[src/rtl/double_ended_queue_defines.svh]
// Assertion macros shared by the double-ended queue RTL.
// No dependencies; included by the files that carry assertions.
`ifndef DOUBLE_ENDED_QUEUE_DEFINES_SVH
`define DOUBLE_ENDED_QUEUE_DEFINES_SVH
`ifndef NO_ASSERTIONS
`define DEQ_ASSERT(lbl, clk, rst_n, prop, msg) \
    lbl: assert property (@(posedge clk) disable iff (!rst_n) (prop)) else $error(msg);
`define DEQ_ASSERT_NEXT(lbl, clk, rst_n, ante, cons, msg) \
    lbl: assert property (@(posedge clk) disable iff (!rst_n) (ante) |=> (cons)) else $error(msg);
`else
`define DEQ_ASSERT(lbl, clk, rst_n, prop, msg)
`define DEQ_ASSERT_NEXT(lbl, clk, rst_n, ante, cons, msg)
`endif
`endif

[src/rtl/deq_pkg.sv]
// Package of the double-ended queue: field widths, request and status codes,
// the internal command type and the state type of the back end. No dependencies.
`timescale 1ns / 1ps

package deq_pkg;

    localparam int DEPTH_DEF = 16;
    localparam int KIND_W    = 3;
    localparam int VALUE_W   = 32;
    localparam int STATUS_W  = 2;

    localparam logic [KIND_W-1:0] KIND_PUSH_FRONT = 3'd0;
    localparam logic [KIND_W-1:0] KIND_PUSH_BACK  = 3'd1;
    localparam logic [KIND_W-1:0] KIND_POP_FRONT  = 3'd2;
    localparam logic [KIND_W-1:0] KIND_POP_BACK   = 3'd3;
    localparam logic [KIND_W-1:0] KIND_LIST       = 3'd4;

    localparam logic [STATUS_W-1:0] STATUS_OK    = 2'd0;
    localparam logic [STATUS_W-1:0] STATUS_EMPTY = 2'd1;
    localparam logic [STATUS_W-1:0] STATUS_FULL  = 2'd2;

    typedef enum logic [2:0] {
        OP_PUSH_FRONT,
        OP_PUSH_BACK,
        OP_POP_FRONT,
        OP_POP_BACK,
        OP_LIST
    } op_t;

    typedef struct packed {
        op_t                        op;
        logic signed [VALUE_W-1:0]  value;
    } cmd_t;

    typedef enum logic [1:0] {
        BK_IDLE,
        BK_POP,
        BK_LIST
    } bk_state_t;

endpackage

[src/rtl/deq_in_if.sv]
// Request channel of the double-ended queue: valid, ready, kind and value.
// Depends on deq_pkg for the field widths.
`timescale 1ns / 1ps

interface deq_in_if;
    logic                                valid;
    logic                                ready;
    logic [deq_pkg::KIND_W-1:0]          kind;
    logic signed [deq_pkg::VALUE_W-1:0]  value;

    modport source (output valid, output kind, output value, input ready);
    modport sink   (input valid, input kind, input value, output ready);
endinterface

[src/rtl/deq_out_if.sv]
// Response channel of the double-ended queue: valid, ready, status, data, last.
// Depends on deq_pkg for the field widths.
`timescale 1ns / 1ps

interface deq_out_if;
    logic                                valid;
    logic                                ready;
    logic [deq_pkg::STATUS_W-1:0]        status;
    logic signed [deq_pkg::VALUE_W-1:0]  data;
    logic                                last;

    modport source (output valid, output status, output data, output last, input ready);
    modport sink   (input valid, input status, input data, input last, output ready);
endinterface

[src/rtl/double_ended_queue.sv]
// Channel    Dir  Payload               Transfer
// request    in   kind[2:0] value[31:0] valid && ready
// response   out  status data last      valid && ready
//
// A request passes the front register and the command queue. Pushes and
// empty or full outcomes are answered from idle; a pop passes BK_POP for
// the registered memory read port; a list reads its first entry, then
// gives one result per cycle while the response is free. Reset clears
// pointers, count and handshake state at once; no clearing pass. A stalled
// response holds the back end while the front end and queue keep filling.
// Top level of the double-ended queue. Depends on deq_pkg, the channel
// interfaces and the front, queue and back modules.
`timescale 1ns / 1ps

module double_ended_queue #(
    parameter int DEPTH = deq_pkg::DEPTH_DEF
) (
    input  logic       clk,
    input  logic       rst_n,
    deq_in_if.sink     request,
    deq_out_if.source  response
);
    import deq_pkg::*;

    logic fr_valid;
    logic fr_ready;
    cmd_t fr_cmd;
    logic bk_valid;
    logic bk_ready;
    cmd_t bk_cmd;

    deq_front u_front (
        .clk       (clk),
        .rst_n     (rst_n),
        .request   (request),
        .cmd_valid (fr_valid),
        .cmd_ready (fr_ready),
        .cmd       (fr_cmd)
    );

    deq_cmd_fifo u_queue (
        .clk        (clk),
        .rst_n      (rst_n),
        .push_valid (fr_valid),
        .push_ready (fr_ready),
        .push_cmd   (fr_cmd),
        .pop_valid  (bk_valid),
        .pop_ready  (bk_ready),
        .pop_cmd    (bk_cmd)
    );

    deq_back #(
        .DEPTH (DEPTH)
    ) u_back (
        .clk       (clk),
        .rst_n     (rst_n),
        .cmd_valid (bk_valid),
        .cmd_ready (bk_ready),
        .cmd       (bk_cmd),
        .response  (response)
    );

endmodule

[src/rtl/deq_front.sv]
// Front end: takes request transfers, decodes the kind into a command and
// drops unused codes. Depends on deq_pkg and deq_in_if.
`timescale 1ns / 1ps

module deq_front (
    input  logic          clk,
    input  logic          rst_n,
    deq_in_if.sink        request,
    output logic          cmd_valid,
    input  logic          cmd_ready,
    output deq_pkg::cmd_t cmd
);
    import deq_pkg::*;

    logic valid_reg;
    logic valid_next;
    cmd_t cmd_reg;
    cmd_t cmd_next;
    logic known;
    op_t  op_dec;

    always_comb
    begin
        known  = 1'b1;
        op_dec = OP_LIST;
        case (request.kind)
            KIND_PUSH_FRONT: op_dec = OP_PUSH_FRONT;
            KIND_PUSH_BACK:  op_dec = OP_PUSH_BACK;
            KIND_POP_FRONT:  op_dec = OP_POP_FRONT;
            KIND_POP_BACK:   op_dec = OP_POP_BACK;
            KIND_LIST:       op_dec = OP_LIST;
            default:         known  = 1'b0;
        endcase
    end

    assign request.ready = !valid_reg || cmd_ready;

    always_comb
    begin
        valid_next = valid_reg;
        cmd_next   = cmd_reg;
        if (request.ready)
        begin
            valid_next     = request.valid && known;
            cmd_next.op    = op_dec;
            cmd_next.value = request.value;
        end
    end

    always_ff @(posedge clk or negedge rst_n)
    begin
        if (!rst_n)
        begin
            valid_reg <= 1'b0;
        end
        else
        begin
            valid_reg <= valid_next;
        end
    end

    always_ff @(posedge clk)
    begin
        cmd_reg <= cmd_next;
    end

    assign cmd_valid = valid_reg;
    assign cmd       = cmd_reg;

endmodule

[src/rtl/deq_cmd_fifo.sv]
// Two-slot command queue between the front end and the back end.
// Depends on deq_pkg for the command type.
`timescale 1ns / 1ps

module deq_cmd_fifo (
    input  logic          clk,
    input  logic          rst_n,
    input  logic          push_valid,
    output logic          push_ready,
    input  deq_pkg::cmd_t push_cmd,
    output logic          pop_valid,
    input  logic          pop_ready,
    output deq_pkg::cmd_t pop_cmd
);
    import deq_pkg::*;

    localparam int SLOTS = 2;
    localparam int PTR_W = $clog2(SLOTS);
    localparam logic [PTR_W:0] FULL_FILL = (PTR_W + 1)'(SLOTS);

    cmd_t               slot_reg [SLOTS];
    logic [PTR_W-1:0]   wr_ptr_reg;
    logic [PTR_W-1:0]   wr_ptr_next;
    logic [PTR_W-1:0]   rd_ptr_reg;
    logic [PTR_W-1:0]   rd_ptr_next;
    logic [PTR_W:0]     fill_reg;
    logic [PTR_W:0]     fill_next;
    logic               do_push;
    logic               do_pop;

    assign push_ready = fill_reg != FULL_FILL;
    assign pop_valid  = fill_reg != '0;
    assign pop_cmd    = slot_reg[rd_ptr_reg];
    assign do_push    = push_valid && push_ready;
    assign do_pop     = pop_valid && pop_ready;

    always_comb
    begin
        wr_ptr_next = do_push ? wr_ptr_reg + PTR_W'(1) : wr_ptr_reg;
        rd_ptr_next = do_pop ? rd_ptr_reg + PTR_W'(1) : rd_ptr_reg;
        fill_next   = fill_reg;
        if (do_push && !do_pop)
        begin
            fill_next = fill_reg + (PTR_W + 1)'(1);
        end
        else if (do_pop && !do_push)
        begin
            fill_next = fill_reg - (PTR_W + 1)'(1);
        end
    end

    always_ff @(posedge clk or negedge rst_n)
    begin
        if (!rst_n)
        begin
            wr_ptr_reg <= '0;
            rd_ptr_reg <= '0;
            fill_reg   <= '0;
        end
        else
        begin
            wr_ptr_reg <= wr_ptr_next;
            rd_ptr_reg <= rd_ptr_next;
            fill_reg   <= fill_next;
        end
    end

    always_ff @(posedge clk)
    begin
        if (do_push)
        begin
            slot_reg[wr_ptr_reg] <= push_cmd;
        end
    end

endmodule

[src/rtl/deq_back.sv]
// Back end: owns the circular entry memory, the head pointer and the entry
// count, carries out commands and drives the response register.
// Depends on deq_pkg, deq_out_if and double_ended_queue_defines.svh.
`timescale 1ns / 1ps
`include "double_ended_queue_defines.svh"

module deq_back #(
    parameter int DEPTH = deq_pkg::DEPTH_DEF
) (
    input  logic          clk,
    input  logic          rst_n,
    input  logic          cmd_valid,
    output logic          cmd_ready,
    input  deq_pkg::cmd_t cmd,
    deq_out_if.source     response
);
    import deq_pkg::*;

    localparam int PW = $clog2(DEPTH);
    localparam int CW = $clog2(DEPTH + 1);
    localparam logic [PW:0]   DEPTH_W    = (PW + 1)'(DEPTH);
    localparam logic [PW-1:0] LAST_POS   = PW'(DEPTH - 1);
    localparam logic [CW-1:0] FULL_COUNT = CW'(DEPTH);

    logic signed [VALUE_W-1:0] mem [DEPTH];
    logic signed [VALUE_W-1:0] rd_data_reg;

    bk_state_t          state_reg;
    bk_state_t          state_next;
    logic [PW-1:0]      head_reg;
    logic [PW-1:0]      head_next;
    logic [CW-1:0]      count_reg;
    logic [CW-1:0]      count_next;
    logic [PW-1:0]      idx_reg;
    logic [PW-1:0]      idx_next;

    logic                       out_valid_reg;
    logic                       out_valid_next;
    logic [STATUS_W-1:0]        out_status_reg;
    logic [STATUS_W-1:0]        out_status_next;
    logic signed [VALUE_W-1:0]  out_data_reg;
    logic signed [VALUE_W-1:0]  out_data_next;
    logic                       out_last_reg;
    logic                       out_last_next;

    logic                       rd_en;
    logic [PW-1:0]              rd_addr;
    logic                       wr_en;
    logic [PW-1:0]              wr_addr;
    logic signed [VALUE_W-1:0]  wr_data;

    logic          out_free;
    logic          is_full;
    logic          is_empty;
    logic          is_pop;
    logic          list_last;
    logic [PW-1:0] head_dec;

    function automatic logic [PW-1:0] wrap_add(input logic [PW-1:0] a, input logic [PW-1:0] b);
        logic [PW:0] sum;
        sum = {1'b0, a} + {1'b0, b};
        if (sum >= DEPTH_W)
        begin
            sum = sum - DEPTH_W;
        end
        return sum[PW-1:0];
    endfunction

    assign out_free  = !out_valid_reg || response.ready;
    assign is_full   = count_reg == FULL_COUNT;
    assign is_empty  = count_reg == '0;
    assign is_pop    = cmd.op == OP_POP_FRONT || cmd.op == OP_POP_BACK;
    assign list_last = (CW'(idx_reg) + CW'(1)) == count_reg;
    assign head_dec  = (head_reg == '0) ? LAST_POS : head_reg - PW'(1);

    always_comb
    begin
        state_next = state_reg;
        case (state_reg)
            BK_IDLE:
            begin
                if (cmd_valid && out_free && !is_empty)
                begin
                    if (is_pop)
                    begin
                        state_next = BK_POP;
                    end
                    else if (cmd.op == OP_LIST)
                    begin
                        state_next = BK_LIST;
                    end
                end
            end
            BK_POP:
            begin
                if (out_free)
                begin
                    state_next = BK_IDLE;
                end
            end
            BK_LIST:
            begin
                if (out_free && list_last)
                begin
                    state_next = BK_IDLE;
                end
            end
            default:
            begin
                state_next = BK_IDLE;
            end
        endcase
    end

    always_comb
    begin
        head_next       = head_reg;
        count_next      = count_reg;
        idx_next        = idx_reg;
        cmd_ready       = 1'b0;
        rd_en           = 1'b0;
        rd_addr         = head_reg;
        wr_en           = 1'b0;
        wr_addr         = head_reg;
        wr_data         = cmd.value;
        out_valid_next  = out_valid_reg && !response.ready;
        out_status_next = out_status_reg;
        out_data_next   = out_data_reg;
        out_last_next   = out_last_reg;
        case (state_reg)
            BK_IDLE:
            begin
                if (cmd_valid && out_free)
                begin
                    cmd_ready = 1'b1;
                    case (cmd.op)
                        OP_PUSH_FRONT, OP_PUSH_BACK:
                        begin
                            out_valid_next = 1'b1;
                            out_last_next  = 1'b1;
                            if (is_full)
                            begin
                                out_status_next = STATUS_FULL;
                                out_data_next   = '0;
                            end
                            else
                            begin
                                wr_en = 1'b1;
                                if (cmd.op == OP_PUSH_FRONT)
                                begin
                                    wr_addr   = head_dec;
                                    head_next = head_dec;
                                end
                                else
                                begin
                                    wr_addr = wrap_add(head_reg, count_reg[PW-1:0]);
                                end
                                count_next      = count_reg + CW'(1);
                                out_status_next = STATUS_OK;
                                out_data_next   = cmd.value;
                            end
                        end
                        OP_POP_FRONT, OP_POP_BACK:
                        begin
                            if (is_empty)
                            begin
                                out_valid_next  = 1'b1;
                                out_status_next = STATUS_EMPTY;
                                out_data_next   = '0;
                                out_last_next   = 1'b1;
                            end
                            else
                            begin
                                rd_en      = 1'b1;
                                count_next = count_reg - CW'(1);
                                if (cmd.op == OP_POP_FRONT)
                                begin
                                    rd_addr   = head_reg;
                                    head_next = wrap_add(head_reg, PW'(1));
                                end
                                else
                                begin
                                    rd_addr = wrap_add(head_reg, PW'(count_reg - CW'(1)));
                                end
                            end
                        end
                        OP_LIST:
                        begin
                            if (is_empty)
                            begin
                                out_valid_next  = 1'b1;
                                out_status_next = STATUS_EMPTY;
                                out_data_next   = '0;
                                out_last_next   = 1'b1;
                            end
                            else
                            begin
                                rd_en    = 1'b1;
                                rd_addr  = head_reg;
                                idx_next = '0;
                            end
                        end
                        default:
                        begin
                            cmd_ready = 1'b1;
                        end
                    endcase
                end
            end
            BK_POP:
            begin
                if (out_free)
                begin
                    out_valid_next  = 1'b1;
                    out_status_next = STATUS_OK;
                    out_data_next   = rd_data_reg;
                    out_last_next   = 1'b1;
                end
            end
            BK_LIST:
            begin
                if (out_free)
                begin
                    out_valid_next  = 1'b1;
                    out_status_next = STATUS_OK;
                    out_data_next   = rd_data_reg;
                    out_last_next   = list_last;
                    if (!list_last)
                    begin
                        idx_next = idx_reg + PW'(1);
                        rd_en    = 1'b1;
                        rd_addr  = wrap_add(head_reg, idx_reg + PW'(1));
                    end
                end
            end
            default:
            begin
                cmd_ready = 1'b0;
            end
        endcase
    end

    always_ff @(posedge clk or negedge rst_n)
    begin
        if (!rst_n)
        begin
            state_reg     <= BK_IDLE;
            head_reg      <= '0;
            count_reg     <= '0;
            idx_reg       <= '0;
            out_valid_reg <= 1'b0;
        end
        else
        begin
            state_reg     <= state_next;
            head_reg      <= head_next;
            count_reg     <= count_next;
            idx_reg       <= idx_next;
            out_valid_reg <= out_valid_next;
        end
    end

    always_ff @(posedge clk)
    begin
        out_status_reg <= out_status_next;
        out_data_reg   <= out_data_next;
        out_last_reg   <= out_last_next;
    end

    always_ff @(posedge clk)
    begin
        if (wr_en)
        begin
            mem[wr_addr] <= wr_data;
        end
    end

    always_ff @(posedge clk)
    begin
        if (rd_en)
        begin
            rd_data_reg <= mem[rd_addr];
        end
    end

    assign response.valid  = out_valid_reg;
    assign response.status = out_status_reg;
    assign response.data   = out_data_reg;
    assign response.last   = out_last_reg;

    `DEQ_ASSERT(a_count_bound, clk, rst_n, count_reg <= FULL_COUNT, "entry count above depth")
    `DEQ_ASSERT(a_list_index, clk, rst_n, state_reg != BK_LIST || CW'(idx_reg) < count_reg, "list index beyond count")
    `DEQ_ASSERT_NEXT(a_list_frozen, clk, rst_n, state_reg == BK_LIST, $stable(count_reg) && $stable(head_reg), "queue changed during list")
    `DEQ_ASSERT_NEXT(a_pop_count, clk, rst_n, state_reg == BK_IDLE && state_next == BK_POP, count_reg == $past(count_reg) - CW'(1), "pop did not lower count")

endmodule
[src/flat_wrapper.sv]
// flat-port wrapper written by rule: the top's interface ports become plain ports
module double_ended_queue_flat import deq_pkg::*;
#(
    parameter int DEPTH = deq_pkg::DEPTH_DEF
)
  (clk, rst_n, request_valid, request_kind, request_value, request_ready, response_valid, response_status, response_data, response_last, response_ready);
  deq_in_if request_i ();
  deq_out_if response_i ();
  input  logic clk;
  input  logic rst_n;
  input wire logic [$bits(request_i.valid)-1:0] request_valid;
  input wire logic [$bits(request_i.kind)-1:0] request_kind;
  input wire logic [$bits(request_i.value)-1:0] request_value;
  output wire logic [$bits(request_i.ready)-1:0] request_ready;
  output wire logic [$bits(response_i.valid)-1:0] response_valid;
  output wire logic [$bits(response_i.status)-1:0] response_status;
  output wire logic [$bits(response_i.data)-1:0] response_data;
  output wire logic [$bits(response_i.last)-1:0] response_last;
  input wire logic [$bits(response_i.ready)-1:0] response_ready;
  assign request_i.valid = request_valid;
  assign request_i.kind = request_kind;
  assign request_i.value = request_value;
  assign request_ready = request_i.ready;
  assign response_valid = response_i.valid;
  assign response_status = response_i.status;
  assign response_data = response_i.data;
  assign response_last = response_i.last;
  assign response_i.ready = response_ready;
  double_ended_queue #(.DEPTH(DEPTH)) u_core (.clk(clk), .rst_n(rst_n), .request(request_i), .response(response_i));
endmodule
[config.mk]
export PLATFORM = sky130hd
export DESIGN_NAME = double_ended_queue_flat
export DESIGN_NICKNAME = d
export VERILOG_FILES = /design/src/rtl/deq_pkg.sv /design/src/rtl/deq_in_if.sv /design/src/rtl/deq_out_if.sv /design/src/rtl/double_ended_queue.sv /design/src/rtl/deq_front.sv /design/src/rtl/deq_cmd_fifo.sv /design/src/rtl/deq_back.sv /design/src/flat_wrapper.sv
export VERILOG_INCLUDE_DIRS = /design/src /design/src/rtl
export SDC_FILE = /design/constraint.sdc
export NUM_CORES = 1
export LEC_CHECK = 0
export BUFFER_PORTS_ARGS = -buffer_cell sky130_fd_sc_hd__buf_2
export CAP_MARGIN = 20
export CORE_MARGIN = 4
export CORE_UTILIZATION = 56
export DETAILED_ROUTE_END_ITERATION = 8
export PLACE_DENSITY = 0.76
export SYNTH_ARGS = -nofsm -noshare
export SYNTH_HDL_FRONTEND = slang
export SYNTH_SLANG_ARGS = --single-unit
[constraint.sdc]
create_clock -name clk -period 4.6 [get_ports clk]
set_input_delay 0.92 -clock clk [delete_from_list [all_inputs] [get_ports clk]]
set_output_delay 0.92 -clock clk [all_outputs]
set_load 0.005 [all_outputs]
* Word-level counts from Yosys, hierarchy flattened
Memories as Yosys holds them, arrays and structs flattened. A register that Yosys moved wholly into a read port is not among the register bits.
Index checks and enable logic that the tools add are counted.
** Operators by class
- Magnitude comparators :: 4
- Add/sub/neg operators :: 17
- Eq/ne operators :: 29
- Reductions and logical operators :: 40
- Multiplexer cells :: 79
** Operators with widths (number)
- two-way mux 32 bit :: 4
- case mux 32 bit (2 select lines) :: 2
- two-way mux 4 bit :: 25
- != test 2 bit (second input constant) :: 13
- case mux 4 bit (2 select lines) :: 3
- two-way mux 1 bit :: 23
- greater-or-equal comparator 5 bit (second input constant) :: 4
- two-way mux 2 bit :: 10
- subtractor 4 x 1 -> 4 bit (second input constant) :: 5
- adder 4 x 4 -> 5 bit :: 3
- equality test 3 x 2 -> 1 bit (second input constant) :: 4
- case mux 3 bit (4 select lines) :: 1
- AND reduction 6 bit :: 2
- adder 4 x 1 -> 5 bit (second input constant) :: 2
- two-way mux 5 bit :: 2
- case mux 5 bit (2 select lines) :: 1
- AND reduction 5 bit :: 2
- nonzero test 2 bit :: 5
- logical AND 1 bit :: 9
- case mux 1 bit (2 select lines) :: 4
- case mux 2 bit (2 select lines) :: 2
- AND reduction 7 bit :: 1
- equality test 3 x 1 -> 1 bit (second input constant) :: 2
- equality test 3 bit (second input constant) :: 2
- 26 further kinds :: 38
** Storage, ports and cells
- Word-level logic and storage cells :: 185
- Memories :: 2
- Input port bits :: 39
- Bits in writable memories :: 582
- Flip-flop bits (word level) :: 91
** Memory list
- u_core.u_back.mem :: words 16, width 32, rd ports 1, clocked after Yosys merged registers in 1, write ports 1, RTL line deq_back.sv:25 : logic signed [VALUE_W-1:0] mem [DEPTH];
- u_core.u_queue.slot_reg :: words 2, width 35, rd ports 1, clocked after Yosys merged registers in 0, write ports 1, RTL line deq_cmd_fifo.sv:21 : cmd_t slot_reg [SLOTS];

* Logic depth before layout (Yosys ltp)
- Word-level depth :: 9
- Mapped depth :: 13
- Mapped depth without buffers :: 12

* Cells and area by module
From an unflattened synthesis, not the netlist that was laid out.
** Second synthesis, totals
- Cells, all modules :: 1971
- Area total of the unflattened synthesis :: 29236.8 um^2
** Modules (own cells, without submodules)
- deq_back :: times used 1, cells an instance 1802, area an instance 25243.0 um^2
- deq_cmd_fifo :: times used 1, cells an instance 127, area an instance 2870.3 um^2
- deq_front :: times used 1, cells an instance 42, area an instance 1123.6 um^2

* Least setup slack after synthesis
No wires, ideal clock.
- Path type :: in2reg
- Start point :: input response_ready
- End point :: register u_core.u_back.rd_data_reg[0], read port of u_core.u_back.mem, enable pin
- Required time :: 4.128 ns
- Library setup time :: 0.472 ns
- Setup slack :: 0.062 ns
- Data arrival time :: 4.066 ns
- Path buffers :: 1
- Stages :: 5
- Cell sequence :: nor2b_1 > clkbuf_1 > nor2_1 > nand2_1 > o32ai_1
** Between the ends
- Cells in the longest elaborated chain, start to end :: 4
** Ends and longest elaborated chain
- from (decl) :: RTL line flat_wrapper.sv:19 : input wire logic [$bits(response_i.ready)-1:0] response_ready;
- logical OR 1 bit * :: RTL line deq_back.sv:69 : assign out_free = !out_valid_reg || response.ready;
- logical AND 1 bit :: RTL line deq_back.sv:133 : if (cmd_valid && out_free)
- two-way mux 1 bit :: RTL line deq_back.sv:133
- case mux 1 bit (2 select lines) * :: RTL line deq_back.sv:130 : case (state_reg)
- via u_core.u_back.rd_en :: RTL line deq_back.sv:46 : logic rd_en;
- to (decl) :: RTL line deq_back.sv:26 : logic signed [VALUE_W-1:0] rd_data_reg;
The timed path passes the listed nets; every way through them passes the cells marked *.
A chain may end at the register's enable or synchronous reset.

* Worst setup path after layout
- Start point :: register u_core.u_back.idx_reg[0]
- End point :: register u_core.u_back.rd_data_reg[2], read port of u_core.u_back.mem (data pin)
** Between the ends
- Cells in the longest elaborated chain, start to end :: 7
** Ends and longest elaborated chain
- from (decl) :: RTL line deq_back.sv:34 : logic [PW-1:0] idx_reg;
- from (signal assigned) :: RTL line deq_back.sv:258 : idx_reg <= idx_next;
- adder 4 x 1 -> 4 bit :: RTL line deq_back.sv:232 : rd_addr = wrap_add(head_reg, idx_reg + PW'(1));
- adder 4 x 4 -> 5 bit :: RTL line deq_back.sv:61 : sum = {1'b0, a} + {1'b0, b};
- subtractor 4 x 1 -> 4 bit or greater-or-equal comparator 5 bit (tied branches) :: RTL line deq_back.sv:64, deq_back.sv:62
- two-way mux 4 bit :: RTL line deq_back.sv:62 : if (sum >= DEPTH_W)
- two-way mux 4 bit :: RTL line deq_back.sv:228 : if (!list_last)
- two-way mux 4 bit :: RTL line deq_back.sv:222 : if (out_free)
- case mux 4 bit (2 select lines) :: RTL line deq_back.sv:130
Parallel ways exist; a longest one is shown, timed or not.

==> impl_metrics.tcl <==
set metrics [dict create \
    cts_tree "yes" \
    num_antenna_cells 0 \
    clock_latency_ps 610 \
    maxCapViolations 0 \
    finalHoldViolCount 0 \
    slew_headroom_pct 33.0 \
    cts.sinks 705 \
    io_pins 76 \
    dieWidth_um 232 \
    synth_edf_count 684 \
    drcViolationCount 0 \
    grt_usage_pct 24.4 \
    gp_congestion 0.902 \
    first_pass_iters 6 \
    ys_ff_latch 705 \
    avgViaCountPerCell 6.24 \
    port_buffers 75 \
    finalCritPeriodShare_pct 88.7 \
    grt_pass1_vias 16200 \
    routed_wl_um 66200 \
    postSynthCellCount 1846 \
    ant_nets 0 \
    root_buffer "clkbuf_16" \
    rsz0062_at_grt "no" \
    synth_cell_types 63 \
    coreArea_um2 50000 \
    postLayoutCoreUtil_pct 64.4 \
    row_count 82 \
    drive_above_1_share_pct 15.2 \
    cp.arrival_ps 4490 \
    fp.dieH_um 232 \
    report.final.slew_viol_count 0 \
    startpoint_type "flop" \
    setup_viol 0 \
    dieArea_um2 54000 \
    grt_overflow_total 0 \
    drt-initial-drc-count 2173 \
    antenna_found_initial 0 \
    ys_warn_count 0 \
    fin_skew_ps 20.2 \
    cp.required_ps 5010 \
    final_nets 1997 \
    synthesis.area_um2 28200 \
    syn_nets 1909 \
    initial_core_util_pct 56.5 \
    synth_area_per_cell_um2 15.3 \
    ys.flop_type "edfxtp_1" \
    cts.clk_slew.worst_paths_ps 60 \
    postCtsSetupBuffers 0 \
    period_minus_slack_ps 4080 \
    grt_pass1_wl_um 99100 \
    grt_max_degree 86 \
    worst_pin_slew_ps 1000 \
    fin_tns_setup_ps 0 \
    fillers 3443 \
    max_freq_mhz 245 \
    wl_per_cell_um 24.9 \
    cp_max_fo 17 \
    holdCritPathClass "input pin to asynchronous set/reset pin" \
    largest_reg_flops 512 \
    post_cts_resized 0 \
    cts_made_buffers 70 \
    seq_area_frac_synth_pct 74.6 \
    h-tree-depth 3 \
    hold_buffers 0 \
    vias 16600 \
    clock_path_buffers 3 \
    status "complete, no violations" \
    area_delta_synth_final_pct 14.0 \
    endpoint_kind "flop" \
    dp_hpwl_um 35500 \
    synth-async-reset-ratio_pct 2.98 \
    critPathKind "flop to flop" \
    reg2reg_slack_ps 520 \
]
cell usage after synthesis, types with 6 or more instances:
library cell	count	share of area, %
inv_1	19	0.25
xnor2_1	18	0.56
edfxtp_1	684	73
nor3_1	9	0.16
o221ai_1	31	0.96
a21oi_1	86	1.5
nand3b_1	34	0.90
nor2_1	35	0.47
mux2i_1	99	3.5
a32o_1	95	3.4
a32oi_1	32	0.99
buf_4	6	0.16
nand3_1	44	0.78
mux2_2	35	1.4
buf_2	38	0.67
nand2b_1	6	0.13
ha_1	21	0.93
nand2_1	371	4.9
xor2_1	9	0.28
o21ai_0	21	0.37
dfrtp_1	21	1.9
clkbuf_1	65	0.86
critical path, cell delays in order, from the launching register on:
cell      delay (ps)
dfrtp_1          450
ha_1             280
xnor2_1          230
inv_1             70
ha_1             320
a21oi_1          180
xnor2_1          120
or4_1            480
a32oi_1          430
nand3_2          640
buf_12           410
o221ai_1         230
layout by cell type (no fill, tap or decap), types with 32 or more instances in the layout:
cell type and count:
edfxtp_1 684, nand3b_1 34, mux2i_1 99, nand3_1 42
nand2_1 370, mux2_2 35, clkbuf_16 73, a32oi_1 32
a32o_1 95, a21oi_1 83, buf_2 75
cell families (layout without fill, tap and decap cells):
| logic type | count (synthesis) | in the layout | synth area share (%) |
|---|---|---|---|
| xor gates and xnor gates | 27 | 27 | 0.838 |
| DFF | 705 | 705 | 74.6 |
| muxes | 134 | 134 | 4.91 |
| adders and majority gates | 24 | 24 | 1.14 |
| AOI/OAI and AO/OA | 304 | 304 | 8.45 |
| and+or+nand+nor | 520 | 520 | 7.93 |
| buffers and inverters | 132 | 275 | 2.08 |
worst paths after layout:
path	startpoint	end	depth (start not counted)
max	u_core.u_back.idx_reg[0]$_DFFE_PN0P_	u_core.u_back.rd_data_reg[2]$_DFFE_PP_	11
min	rst_n	u_core.u_front.cmd_valid$_DFFE_PN0P_	1
max reg2reg	u_core.u_back.idx_reg[0]$_DFFE_PN0P_	u_core.u_back.rd_data_reg[2]$_DFFE_PP_	11
min reg2reg	u_core.u_front.cmd[15]$_DFFE_PP_	u_core.u_queue.slot_reg[0][15]$_DFFE_PP_	0
max in group asynchronous	rst_n	u_core.u_queue.rd_ptr_reg$_DFFE_PN0P_	1
min in group clk	u_core.u_front.cmd[15]$_DFFE_PP_	u_core.u_queue.slot_reg[0][15]$_DFFE_PP_	0
cell type report:
cell class                      count  area [um^2]  share of cell area, %
Sequential cell                   705        21100                   65.5
Multi-Input combinational cell   1009         6810                   21.2
Clock buffer                       88         1890                   5.89
Timing Repair Buffer              129         1080                   3.36
Tap cell                          672          841                   2.61
Clock inverter                     39          400                   1.24
Inverter                           19         71.3                  0.222
metal layers:
metal	up-vias	part of all wire [%]	track usage, %	routed length (um)
li1	7289	-	-	-
met1	8380	39	33.7	25900
met2	826	50	40.7	33000
met3	121	8.8	3.64	5820
met4	0	2.2	7.64	1490
met5	-	0	0	0
through the flow:
step	hold slack [ps]	area, um^2	worst slack [ps]	std cells
global placement	423	29900	771	2534
CTS	302	32200	604	2661
global route	328	32200	425	2661
detailed placement	436	29900	659	2534
floorplan	421	28200	62.2	1846
finish	301	32200	518	2661
Power is not shown: default switching activity piles up to over one toggle a cycle in this logic, so the estimate is an artifact.
